==> src/rtl/hfr_pkg.sv <==
package hfr_pkg;

  // Header line limits
  localparam int unsigned HDR_LINE_MAX = 512;
  localparam int unsigned LANG_MAX     = 31;
  localparam int unsigned CNT_W        = $clog2(HDR_LINE_MAX);
  localparam int unsigned LLEN_W       = $clog2(LANG_MAX + 1);

  // FNV-1a 32
  localparam logic [31:0] FNV_BASIS = 32'h811c9dc5;

  // Special characters
  localparam logic [7:0] CH_CR  = 8'h0D;
  localparam logic [7:0] CH_LF  = 8'h0A;
  localparam logic [7:0] CH_NUL = 8'h00;

  // Result kinds
  localparam logic [1:0] KIND_ID      = 2'd0;
  localparam logic [1:0] KIND_CODE    = 2'd1;
  localparam logic [1:0] KIND_STDIN   = 2'd2;
  localparam logic [1:0] KIND_VERDICT = 2'd3;

  // Frame status codes
  localparam logic [2:0] ST_OK       = 3'd0;
  localparam logic [2:0] ST_BAD_HDR  = 3'd1;
  localparam logic [2:0] ST_BAD_ID   = 3'd2;
  localparam logic [2:0] ST_TOO_BIG  = 3'd3;
  localparam logic [2:0] ST_CHECKSUM = 3'd4;
  localparam logic [2:0] ST_BAD_HEX  = 3'd5;
  localparam logic [2:0] ST_LIMITS   = 3'd6;

  // Config register indexes
  localparam logic [1:0] CFG_MAX_ID    = 2'd0;
  localparam logic [1:0] CFG_MAX_HEX   = 2'd1;
  localparam logic [1:0] CFG_MAX_CODE  = 2'd2;
  localparam logic [1:0] CFG_MAX_STDIN = 2'd3;

  // Header summary handed to the body logic
  typedef struct packed {
    logic        line_end;
    logic [2:0]  status;
    logic [6:0]  id_len;
    logic [18:0] code_hex;
    logic [18:0] stdin_hex;
    logic [63:0] timeout;
    logic [31:0] checksum;
    logic        node;
  } hdr_info_t;

  // Hex digit value, 16 when not a hex digit
  function automatic logic [4:0] hex_val(input logic [7:0] c);
    logic [4:0] v;
    v = 5'd16;
    if (c >= 8'h30 && c <= 8'h39) v = 5'(c - 8'h30);
    else if (c >= 8'h61 && c <= 8'h66) v = 5'(c - 8'h57);
    else if (c >= 8'h41 && c <= 8'h46) v = 5'(c - 8'h37);
    return v;
  endfunction

  function automatic logic is_blank(input logic [7:0] c);
    return c == 8'h20 || c == 8'h09 || c == 8'h0B || c == 8'h0C;
  endfunction

  function automatic logic is_digit(input logic [7:0] c);
    return c >= 8'h30 && c <= 8'h39;
  endfunction

  // One FNV-1a step; prime 0x01000193 as shift-add
  function automatic logic [31:0] fnv_step(input logic [31:0] h, input logic [7:0] b);
    logic [31:0] x;
    x = h ^ {24'd0, b};
    return (x << 24) + (x << 8) + (x << 7) + (x << 4) + (x << 1) + x;
  endfunction

endpackage

==> src/rtl/hfr_hdr.sv <==
module hfr_hdr (
  input  logic                clk,
  input  logic                rst_n,
  input  logic                step,
  input  logic [7:0]          rx_byte,
  input  logic                restart,
  input  logic [6:0]          max_id,
  input  logic [18:0]         max_hex,
  output hfr_pkg::hdr_info_t  info
);

  typedef enum logic [2:0] {
    PH_TAG, PH_SKIP, PH_NUM, PH_LANG, PH_HEX0, PH_HEX, PH_DONE, PH_FAIL
  } phase_t;

  typedef struct packed {
    phase_t                     phase;
    logic [hfr_pkg::CNT_W-1:0]  cnt;
    logic [2:0]                 fld;
    logic [63:0]                acc;
    logic [hfr_pkg::LLEN_W-1:0] llen;
    logic                       m_node;
    logic                       m_js;
    logic [31:0]                ck;
    logic [6:0]                 idl;
    logic [18:0]                chex;
    logic [18:0]                shex;
    logic [63:0]                tmo;
    logic                       szerr;
  } hst_t;

  localparam hst_t HST_RST = '{phase: PH_TAG, cnt: '0, fld: '0, acc: '0, llen: '0,
                               m_node: 1'b1, m_js: 1'b1, ck: '0, idl: '0,
                               chex: '0, shex: '0, tmo: '0, szerr: 1'b0};

  hst_t st_r, st_nxt;

  function automatic logic [7:0] tag_char(input logic [1:0] i);
    logic [7:0] c;
    case (i)
      2'd0:    c = 8'h5A;
      2'd1:    c = 8'h42;
      2'd2:    c = 8'h31;
      default: c = 8'h00;
    endcase
    return c;
  endfunction

  function automatic logic [7:0] node_char(input logic [1:0] i);
    logic [7:0] c;
    case (i)
      2'd0:    c = 8'h6E;
      2'd1:    c = 8'h6F;
      2'd2:    c = 8'h64;
      default: c = 8'h65;
    endcase
    return c;
  endfunction

  function automatic logic [7:0] js_char(input logic [3:0] i);
    logic [7:0] c;
    case (i)
      4'd0:    c = 8'h6A;
      4'd1:    c = 8'h61;
      4'd2:    c = 8'h76;
      4'd3:    c = 8'h61;
      4'd4:    c = 8'h73;
      4'd5:    c = 8'h63;
      4'd6:    c = 8'h72;
      4'd7:    c = 8'h69;
      4'd8:    c = 8'h70;
      4'd9:    c = 8'h74;
      default: c = 8'h00;
    endcase
    return c;
  endfunction

  // Close the current field and store its value
  function automatic hst_t field_done(input hst_t si, input logic [6:0] mid,
                                      input logic [18:0] mhex);
    hst_t s;
    s = si;
    case (s.fld)
      3'd0: s.idl = (s.acc >= 64'd1 && s.acc <= {57'd0, mid}) ? s.acc[6:0] : 7'd0;
      3'd2: s.tmo = s.acc;
      3'd3: begin
        if (s.acc > {45'd0, mhex}) begin
          s.szerr = 1'b1;
          s.chex  = '0;
        end else begin
          s.chex = s.acc[18:0];
        end
      end
      3'd4: begin
        if (s.acc > {45'd0, mhex}) begin
          s.szerr = 1'b1;
          s.shex  = '0;
        end else begin
          s.shex = s.acc[18:0];
        end
      end
      3'd5: s.ck = s.acc[31:0];
      default: ;
    endcase
    s.acc   = '0;
    s.fld   = s.fld + 3'd1;
    s.phase = (s.fld > 3'd5) ? PH_DONE : PH_SKIP;
    return s;
  endfunction

  function automatic hst_t lang_char(input hst_t si, input logic [7:0] c);
    hst_t s;
    s = si;
    if (!(s.llen < 4 && c == node_char(s.llen[1:0]))) s.m_node = 1'b0;
    if (!(s.llen < 10 && c == js_char(s.llen[3:0]))) s.m_js = 1'b0;
    s.llen = s.llen + 1'b1;
    return s;
  endfunction

  // First character of a field
  function automatic hst_t skip_step(input hst_t si, input logic [7:0] c);
    hst_t s;
    logic [4:0] v;
    s = si;
    v = hfr_pkg::hex_val(c);
    if (!hfr_pkg::is_blank(c)) begin
      if (s.fld == 3'd1) begin
        s = lang_char(s, c);
        s.phase = PH_LANG;
      end else if (s.fld == 3'd5) begin
        if (v > 5'd15) begin
          s.phase = PH_FAIL;
        end else begin
          s.acc   = {60'd0, v[3:0]};
          s.phase = (c == 8'h30) ? PH_HEX0 : PH_HEX;
        end
      end else if (hfr_pkg::is_digit(c)) begin
        s.acc   = {60'd0, c[3:0]};
        s.phase = PH_NUM;
      end else begin
        s.phase = PH_FAIL;
      end
    end
    return s;
  endfunction

  // Checksum digit, saturating at 32 bits
  function automatic hst_t hex_step(input hst_t si, input logic [7:0] c,
                                    input logic [6:0] mid, input logic [18:0] mhex);
    hst_t s;
    logic [4:0]  v;
    logic [35:0] nv;
    s  = si;
    v  = hfr_pkg::hex_val(c);
    nv = {s.acc[31:0], v[3:0]};
    if (v > 5'd15) s = field_done(s, mid, mhex);
    else s.acc = (nv[35:32] != 4'd0) ? 64'h0000_0000_FFFF_FFFF : {28'd0, nv};
    return s;
  endfunction

  // One kept header character, with the re-examine pass
  function automatic hst_t hdr_char(input hst_t si, input logic [7:0] c,
                                    input logic [6:0] mid, input logic [18:0] mhex);
    hst_t s;
    logic redo;
    logic [67:0] m10;
    s    = si;
    redo = 1'b0;
    m10  = ({4'd0, s.acc} << 3) + ({4'd0, s.acc} << 1) + {64'd0, c[3:0]};
    case (s.phase)
      PH_TAG: begin
        if (s.cnt < 3 && c == tag_char(s.cnt[1:0])) begin
          if (s.cnt == 2) s.phase = PH_SKIP;
        end else begin
          s.phase = PH_FAIL;
        end
      end
      PH_SKIP: s = skip_step(s, c);
      PH_NUM: begin
        if (hfr_pkg::is_digit(c)) begin
          s.acc = (m10[67:64] != 4'd0) ? '1 : m10[63:0];
        end else begin
          s    = field_done(s, mid, mhex);
          redo = 1'b1;
        end
      end
      PH_LANG: begin
        if (hfr_pkg::is_blank(c)) begin
          s = field_done(s, mid, mhex);
        end else if (s.llen >= hfr_pkg::LLEN_W'(hfr_pkg::LANG_MAX)) begin
          s    = field_done(s, mid, mhex);
          redo = 1'b1;
        end else begin
          s = lang_char(s, c);
        end
      end
      PH_HEX0: begin
        s.phase = PH_HEX;
        if (!(c == 8'h78 || c == 8'h58)) redo = 1'b1;
      end
      PH_HEX:  s = hex_step(s, c, mid, mhex);
      default: ;
    endcase
    if (redo) begin
      case (s.phase)
        PH_SKIP: s = skip_step(s, c);
        PH_HEX:  s = hex_step(s, c, mid, mhex);
        default: ;
      endcase
    end
    return s;
  endfunction

  // Next state and line-end summary
  always_comb begin
    hst_t s;
    logic fin;
    logic lend;
    logic [2:0] stat;
    s    = st_r;
    fin  = 1'b0;
    lend = 1'b0;
    stat = hfr_pkg::ST_OK;
    if (step) begin
      if (rx_byte == hfr_pkg::CH_LF) begin
        lend = 1'b1;
      end else if (rx_byte != hfr_pkg::CH_CR) begin
        if (rx_byte == hfr_pkg::CH_NUL) fin = 1'b1;
        else s = hdr_char(s, rx_byte, max_id, max_hex);
        s.cnt = s.cnt + 1'b1;
        if (s.cnt >= hfr_pkg::CNT_W'(hfr_pkg::HDR_LINE_MAX - 1)) lend = 1'b1;
      end
      if (fin || lend) begin
        if (s.phase == PH_NUM || s.phase == PH_LANG || s.phase == PH_HEX0 ||
            s.phase == PH_HEX) s = field_done(s, max_id, max_hex);
        if (s.phase != PH_DONE) s.phase = PH_FAIL;
      end
      if (lend) begin
        if (s.phase == PH_FAIL) stat = hfr_pkg::ST_BAD_HDR;
        else if (s.idl == 7'd0) stat = hfr_pkg::ST_BAD_ID;
        else if (s.szerr) stat = hfr_pkg::ST_TOO_BIG;
      end
    end
    info.line_end  = lend;
    info.status    = stat;
    info.id_len    = s.idl;
    info.code_hex  = s.chex;
    info.stdin_hex = s.shex;
    info.timeout   = s.tmo;
    info.checksum  = s.ck;
    info.node      = (s.m_node && s.llen == 4) || (s.m_js && s.llen == 10);
    // A closed frame or a rejected header starts over
    st_nxt = (restart || (lend && stat != hfr_pkg::ST_OK)) ? HST_RST : s;
  end

  always_ff @(posedge clk) begin
    if (!rst_n) begin
      st_r <= HST_RST;
    end else begin
      st_r <= st_nxt;
    end
  end

endmodule

==> src/rtl/hex_frame_receiver_fnv_check_core.sv <==
// Deframer for a byte-serial request link. Each frame is an ASCII header line
// "ZB1 id_len language timeout code_hex stdin_hex checksum" ended by
// LF (CR dropped, line cut after 511 kept characters), then a body of id bytes,
// code hex and stdin hex. Id bytes come out raw (kind 0), hex pairs come out
// decoded (kinds 1 and 2) and are provisional until the verdict (kind 3),
// which closes every frame with status, runtime select, timeout and sizes.
// The body is checked by a 32-bit FNV-1a hash against the header checksum.
// One byte is taken every clock cycle; a byte's result appears on the output
// register the cycle after it is taken, and input is held off only while that
// register is full and not being drained. Limits must be written through the
// cfg port only while the block is idle; the block does not enforce this.
module hex_frame_receiver_fnv_check_core (
  input  logic        clk,
  input  logic        rst_n,
  input  logic        in_valid,
  output logic        in_ready,
  input  logic [7:0]  in_rx_byte,
  output logic        out_valid,
  input  logic        out_ready,
  output logic [1:0]  out_kind,
  output logic [7:0]  out_byte,
  output logic [2:0]  out_frame_status,
  output logic        out_use_node_runtime,
  output logic [63:0] out_timeout_ms,
  output logic [6:0]  out_id_length,
  output logic [17:0] out_code_bytes,
  output logic [17:0] out_stdin_bytes,
  input  logic        cfg_we,
  input  logic [1:0]  cfg_index,
  input  logic [18:0] cfg_wdata
);

  logic [6:0]  max_id_r;
  logic [18:0] max_hex_r;
  logic [17:0] max_code_r, max_stdin_r;

  logic        body_r, body_nxt;
  logic [19:0] rem_r, rem_nxt;
  logic [31:0] hash_r, hash_nxt;
  logic        nib_r, nib_nxt;
  logic [3:0]  hi_r, hi_nxt;
  logic        herr_r, herr_nxt;

  logic        ov_r, ov_nxt;
  logic [1:0]  kind_r, kind_nxt;
  logic [7:0]  byte_r, byte_nxt;
  logic [2:0]  stat_r, stat_nxt;
  logic        node_r, node_nxt;
  logic [63:0] tmo_r, tmo_nxt;
  logic [6:0]  idl_r, idl_nxt;
  logic [17:0] cb_r, cb_nxt, sb_r, sb_nxt;

  logic               acc;
  logic               verdict;
  hfr_pkg::hdr_info_t hinfo;

  assign in_ready = !ov_r || out_ready;
  assign acc      = in_valid && in_ready;

  hfr_hdr u_hdr (
    .clk     (clk),
    .rst_n   (rst_n),
    .step    (acc && !body_r),
    .rx_byte (in_rx_byte),
    .restart (verdict),
    .max_id  (max_id_r),
    .max_hex (max_hex_r),
    .info    (hinfo)
  );

  // Body byte handling and result selection
  always_comb begin
    logic [19:0] tail;
    logic [19:0] rem_d;
    logic [4:0]  v;
    logic        have;
    logic [7:0]  data;
    logic [1:0]  kind;
    logic [17:0] cb, sb;
    logic [2:0]  st;
    tail  = {1'b0, hinfo.code_hex} + {1'b0, hinfo.stdin_hex};
    v     = hfr_pkg::hex_val(in_rx_byte);
    have  = 1'b0;
    data  = 8'd0;
    kind  = hfr_pkg::KIND_ID;
    cb    = hinfo.code_hex[18:1];
    sb    = hinfo.stdin_hex[18:1];
    st    = hfr_pkg::ST_OK;
    rem_d = rem_r;

    body_nxt = body_r;
    rem_nxt  = rem_r;
    hash_nxt = hash_r;
    nib_nxt  = nib_r;
    hi_nxt   = hi_r;
    herr_nxt = herr_r;
    verdict  = 1'b0;

    ov_nxt   = ov_r && !out_ready;
    kind_nxt = kind_r;
    byte_nxt = byte_r;
    stat_nxt = stat_r;
    node_nxt = node_r;
    tmo_nxt  = tmo_r;
    idl_nxt  = idl_r;
    cb_nxt   = cb_r;
    sb_nxt   = sb_r;

    if (acc && body_r) begin
      hash_nxt = hfr_pkg::fnv_step(hash_r, in_rx_byte);
      if (rem_r > tail) begin
        data = in_rx_byte;
        have = 1'b1;
      end else begin
        kind = (rem_r > {1'b0, hinfo.stdin_hex}) ? hfr_pkg::KIND_CODE : hfr_pkg::KIND_STDIN;
        // Pair phase restarts at each section's first character
        if (rem_r == ((kind == hfr_pkg::KIND_CODE) ? tail : {1'b0, hinfo.stdin_hex}))
          nib_nxt = 1'b0;
        if (v > 5'd15) herr_nxt = 1'b1;
        if (!nib_nxt) begin
          hi_nxt  = v[3:0];
          nib_nxt = 1'b1;
        end else begin
          nib_nxt = 1'b0;
          if (!herr_nxt) begin
            data = {hi_r, v[3:0]};
            have = 1'b1;
          end
        end
      end
      if (rem_r != 20'd0) rem_d = rem_r - 20'd1;
      rem_nxt = rem_d;

      if (rem_d == 20'd0) begin
        // Verdict: checksum, then hex, then limits
        if (hash_nxt != hinfo.checksum) st = hfr_pkg::ST_CHECKSUM;
        else if (herr_nxt || hinfo.code_hex[0] || hinfo.stdin_hex[0])
          st = hfr_pkg::ST_BAD_HEX;
        else if (cb > max_code_r || sb > max_stdin_r) st = hfr_pkg::ST_LIMITS;
        verdict  = 1'b1;
        body_nxt = 1'b0;
        hash_nxt = hfr_pkg::FNV_BASIS;
        nib_nxt  = 1'b0;
        hi_nxt   = 4'd0;
        herr_nxt = 1'b0;
        ov_nxt   = 1'b1;
        kind_nxt = hfr_pkg::KIND_VERDICT;
        byte_nxt = have ? data : 8'd0;
        stat_nxt = st;
        node_nxt = hinfo.node;
        tmo_nxt  = hinfo.timeout;
        idl_nxt  = hinfo.id_len;
        cb_nxt   = cb;
        sb_nxt   = sb;
      end else if (have) begin
        ov_nxt   = 1'b1;
        kind_nxt = kind;
        byte_nxt = data;
        stat_nxt = hfr_pkg::ST_OK;
        node_nxt = 1'b0;
        tmo_nxt  = 64'd0;
        idl_nxt  = 7'd0;
        cb_nxt   = 18'd0;
        sb_nxt   = 18'd0;
      end
    end else if (hinfo.line_end) begin
      if (hinfo.status == hfr_pkg::ST_OK) begin
        // Good header: open the body
        body_nxt = 1'b1;
        rem_nxt  = {13'd0, hinfo.id_len} + tail;
        hash_nxt = hfr_pkg::FNV_BASIS;
        nib_nxt  = 1'b0;
        herr_nxt = 1'b0;
      end else begin
        ov_nxt   = 1'b1;
        kind_nxt = hfr_pkg::KIND_VERDICT;
        byte_nxt = 8'd0;
        stat_nxt = hinfo.status;
        node_nxt = 1'b0;
        tmo_nxt  = 64'd0;
        idl_nxt  = 7'd0;
        cb_nxt   = 18'd0;
        sb_nxt   = 18'd0;
      end
    end
  end

  // Control state, limits and output valid
  always_ff @(posedge clk) begin
    if (!rst_n) begin
      body_r      <= 1'b0;
      rem_r       <= '0;
      hash_r      <= hfr_pkg::FNV_BASIS;
      nib_r       <= 1'b0;
      hi_r        <= '0;
      herr_r      <= 1'b0;
      ov_r        <= 1'b0;
      max_id_r    <= 7'd127;
      max_hex_r   <= 19'd262144;
      max_code_r  <= 18'd131072;
      max_stdin_r <= 18'd65536;
    end else begin
      body_r <= body_nxt;
      rem_r  <= rem_nxt;
      hash_r <= hash_nxt;
      nib_r  <= nib_nxt;
      hi_r   <= hi_nxt;
      herr_r <= herr_nxt;
      ov_r   <= ov_nxt;
      if (cfg_we) begin
        case (cfg_index)
          hfr_pkg::CFG_MAX_ID:    max_id_r    <= cfg_wdata[6:0];
          hfr_pkg::CFG_MAX_HEX:   max_hex_r   <= cfg_wdata;
          hfr_pkg::CFG_MAX_CODE:  max_code_r  <= cfg_wdata[17:0];
          hfr_pkg::CFG_MAX_STDIN: max_stdin_r <= cfg_wdata[17:0];
          default: ;
        endcase
      end
    end
  end

  // Result payload
  always_ff @(posedge clk) begin
    kind_r <= kind_nxt;
    byte_r <= byte_nxt;
    stat_r <= stat_nxt;
    node_r <= node_nxt;
    tmo_r  <= tmo_nxt;
    idl_r  <= idl_nxt;
    cb_r   <= cb_nxt;
    sb_r   <= sb_nxt;
  end

  assign out_valid            = ov_r;
  assign out_kind             = kind_r;
  assign out_byte             = byte_r;
  assign out_frame_status     = stat_r;
  assign out_use_node_runtime = node_r;
  assign out_timeout_ms       = tmo_r;
  assign out_id_length        = idl_r;
  assign out_code_bytes       = cb_r;
  assign out_stdin_bytes      = sb_r;

endmodule
==> config.mk <==
export PLATFORM = sky130hd
export DESIGN_NAME = hex_frame_receiver_fnv_check_core
export DESIGN_NICKNAME = d
export VERILOG_FILES = /design/src/rtl/hfr_pkg.sv /design/src/rtl/hfr_hdr.sv /design/src/rtl/hex_frame_receiver_fnv_check_core.sv
export SDC_FILE = /design/constraint.sdc
export NUM_CORES = 2
export LEC_CHECK = 0
export BUFFER_PORTS_ARGS = -buffer_cell sky130_fd_sc_hd__clkbuf_2
export CORE_UTILIZATION = 60
export DETAILED_ROUTE_END_ITERATION = 8
export PLACE_DENSITY = 0.88
export SLEW_MARGIN = 20
export SYNTH_ARGS = -nofsm -noshare
export SYNTH_HDL_FRONTEND = slang
export SYNTH_SLANG_ARGS = --single-unit
==> constraint.sdc <==
create_clock -name clk -period 26.3 [get_ports clk]
set_input_delay 1.315 -clock clk [delete_from_list [all_inputs] [get_ports clk]]
set_output_delay 1.315 -clock clk [all_outputs]
set_load 0.01 [all_outputs]
==> impl_results.md <==
* Grt total ovfl at 0
* Worst EP arrival at 16.76 ns
* Crit path capture type: flop
* Final Power at around 2.2 mW
* TNS Setup at 0 ns
* Via density at around 7.0
* Synth unique cells at 101
* CTS max path bufs at 3
* Synth Register Bits at ~480
* Levels on crit path at between 60 and 70
* Worst EP required at ~27 ns
* Post-synth ARST share at 0%
* Final period util at 62.8%
* Initial antenna violation count at 12
* Via count at ~44000
* CP Launch Point: in_rx_byte[3]
* Max cap viols at 0
* H-tree depth at 2
* WS Path Type: input port to flop
* Synth top area cells: dfxtp_1 (17%), ha_1 (12%), edfxtp_1 (8.7%)
* Syn Area/Cell at roughly 7.7 µm²
* Register area share after synthesis at between 20% and 30%
* Type of origin of the critical path: input port
* Layout cell share with drive strength beyond 1 at under 10%
* GP Congestion at approximately 1.0
* Final WL at around 170000 µm
* Synthesized cell area at 41800 µm²
* Most used cell, CP: a21oi_1
* # Post-CTS Setup Buffers at 0
* Leak at roughly 19 nW
* Clock power share at between 30 and 40%
* Synthesis Warnings at 0
* Largest net degree at the start of global routing at 152
* CP Max Fanout at 76
* F_max at about 60 MHz
* Worst Skew at 0.0187 ns
* CTS sink count at roughly 480
* NumNets Final at ~5900
* RSZ-0062 raised after global routing: false
* Setup violations, final at 0
* Comb pwr share at between 20% and 30%
* Max-slew headroom at about 16%
* Run status: complete, but fails checks
* PD cells at about 48 nW/µm²
* Initial Utilization at 60.8%
* Die Span Y at 266 µm
* GRT Total Usage at between 40% and 50%
* Number of synthesized flops with an enable pin at 121
* CTS tree: built
* Max VDD drop at 0.0587 mV
* Failing checks: DRC
* P_int at 1.38 mW
* IO buf count at approximately 160
* Critical path's slowest cell: o31ai_1
* CP Capture Point: out_timeout_ms[35]$_SDFFCE_PN0P_
* Yosys top cell area share at 17.1%
* Post-synth top cells: nor2_1 (667), nand2_1 (562), a21oi_1 (442)
* Worst-Margin Slew at ~1.3 ns
* Post-synth top flop: dfxtp_1
* First-pass GRT wire length at 253000 µm
* Hold buffer count at CTS at 0
* Clk_lat worst skew at approximately 0.63 ns
* Min-Delay Path Class: flop to flop
* Syn Nets at ~5900
* Clock-pin slew on the worst setup and hold paths at roughly 0.06 ns
* Root Buffer: clkbuf_16
* Cells after Synth at 5396
* Num CTS Buffers at 54
* Post-DRT Antenna Nets at 0
* Power share of the sequential group at between 30% and 40%
* Fill cells at ~6000
* Iter 0 DRT Violations at roughly 6300
* Post-route DRC at 2
* Die area at 70700 µm²
* # rows at 96
* Crit path max-delay family: compound AO/OA/AOI/OAI gates
* Post-synth top area cell: dfxtp_1
* Net load switching power at approximately 0.77 mW
* Crit path time final at around 17 ns
* Worst Slack Setup Final at 9.78 ns
* Post-cts sizing count at 0
* Dpl hpwl at 127000 µm
* Vias in the first global route at 41100
* IO Count at roughly 160
* Reg2reg setup slack at 9.97 ns
* Area of the core at around 69000 µm²
* R2R Path End: out_timeout_ms[35]$_SDFFCE_PN0P_
* Sw frac at between 30 and 40%
* Worst-case reg-to-reg path depth at 64
* Hold Violations, Final at 0
* Die Wd at ~270 µm
* WL per Instance at approximately 27 µm
* Dpl ws at between 9 and 10 ns
* Fin. max-slew vios at 0
* Buf/Inv on CP at 8
* CP max stage delay at approximately 0.85 ns
* Layout Area Growth over Synthesis at 7.91%
* TritonRoute pass-1 iters at 9
* Reg2reg start: u_hdr.st_r[149]$_SDFFE_PP0P_
* Cell with the most instances after synthesis: nor2_1
worst min-delay path by stage:
stage | start | to | slack [ns] | cells past startpoint
floorplan | max_code_r[10]$_SDFFE_PN0P_ | max_code_r[10]$_SDFFE_PN0P_ | 0.44 | 2
global placement | max_hex_r[3]$_SDFFE_PN0P_ | max_hex_r[3]$_SDFFE_PN0P_ | 0.44 | 2
detailed placement | max_stdin_r[9]$_SDFFE_PN0P_ | max_stdin_r[9]$_SDFFE_PN0P_ | 0.45 | 2
CTS | max_hex_r[17]$_SDFFE_PN0P_ | max_hex_r[17]$_SDFFE_PN0P_ | 0.46 | 2
global route | max_stdin_r[9]$_SDFFE_PN0P_ | max_stdin_r[9]$_SDFFE_PN0P_ | 0.47 | 2
finish | max_code_r[11]$_SDFFE_PN0P_ | max_code_r[11]$_SDFFE_PN0P_ | 0.45 | 2
registers in the layout (all words and copies together) (netlist names), named ones only:
name	flops
out_timeout_ms	64
out_valid	1
out_stdin_bytes	18
rem_r	20
max_hex_r	19
hi_r	4
out_use_node_runtime	1
out_frame_status	3
out_code_bytes	18
out_byte	8
max_code_r	18
nib_r	1
out_id_length	7
u_hdr.st_r	228
max_id_r	7
max_stdin_r	18
out_kind	2
herr_r	1
body_r	1
hash_r	32
worst reg2reg max path, delay by kind of cell (launching register included):
kind | cells | cell delay [ns]
DFF | 1 | 0.88
AOI/OAI and AO/OA | 35 | 7.88
and+or+nand+nor | 15 | 1.94
xor gates and xnor gates | 1 | 0.38
buffers and inverters | 7 | 2.41
adders and majority gates | 6 | 2.34
layer usage:
layer,GRT usage [%],vias up,wire [µm]
met5,0.139,-,74
met4,31.4,10,14100
met1,58.2,20600,63100
met3,12.8,910,22000
met2,70.2,3397,71000
li1,-,19500,-
placed cells by master, fill, tap and decap left out, types with 30 or more instances in the layout:
cell type / n
o211ai_1: 45
nand2_1: 561
a22oi_1: 101
o21a_1: 52
clkbuf_2: 156
a22o_1: 34
mux2i_1: 30
dfxtp_1: 356
o22ai_1: 110
o21ai_0: 298
buf_4: 105
nor3_1: 125
ha_1: 403
a31oi_1: 56
o31ai_1: 32
fa_1: 85
nand2b_1: 60
nand4_1: 69
and2_1: 37
nor4_1: 42
inv_1: 233
xnor2_1: 127
a211oi_1: 74
nor2b_1: 66
clkbuf_16: 56
a21o_1: 70
edfxtp_1: 121
xor2_1: 88
nor2_1: 664
and3_1: 95
a21oi_1: 439
nand3_1: 122
power groups by stage:
stage                     sequential (mW)  combinational (mW)  clock (mW)
after CTS                           0.782               0.563       0.772
after global routing                0.784               0.625       0.800
after global placement              0.797               0.550           0
after detailed placement            0.798               0.560           0
after floorplan                     0.788               0.384           0
final                               0.783               0.596       0.773
area by class of cell:
type	instances	area (µm²)	area share (%)
repair buffers	262	1590	3.52
flip-flops and latches	477	10800	23.9
clock buffers	61	1430	3.17
clock inverters	40	358	0.794
well taps	931	1160	2.58
inverters	234	878	1.95
diodes	1	2.50	0.00555
multi-input cells	4338	28900	64.1
cell families after synthesis:
logic type / share of synthesized area (%)
AO/OA/AOI/OAI: 25.2
XOR/XNOR: 4.51
adder cells (fa/ha/maj): 16.1
buffers and inverters: 5.37
flip-flops: 25.7
multiplexers: 0.967
AND/OR/NAND/NOR: 22.0
per-stage QoR:
| step | cells | utilization, % | cell area [µm²] | hold WS (ns) |
|---|---|---|---|---|
| 2_1_floorplan | 5396 | - | 41800 | 0.436 |
| 3_3_place_gp | 6242 | 63.0 | 43300 | 0.442 |
| 3_5_place_dp | 6242 | 63.0 | 43300 | 0.447 |
| 4_1_cts | 6343 | 65.6 | 45100 | 0.455 |
| 5_1_grt | 6343 | 65.6 | 45100 | 0.472 |
| 6_report | 6344 | 65.6 | 45100 | 0.454 |
No activity file was read; power rests on OpenSTA's default activity.
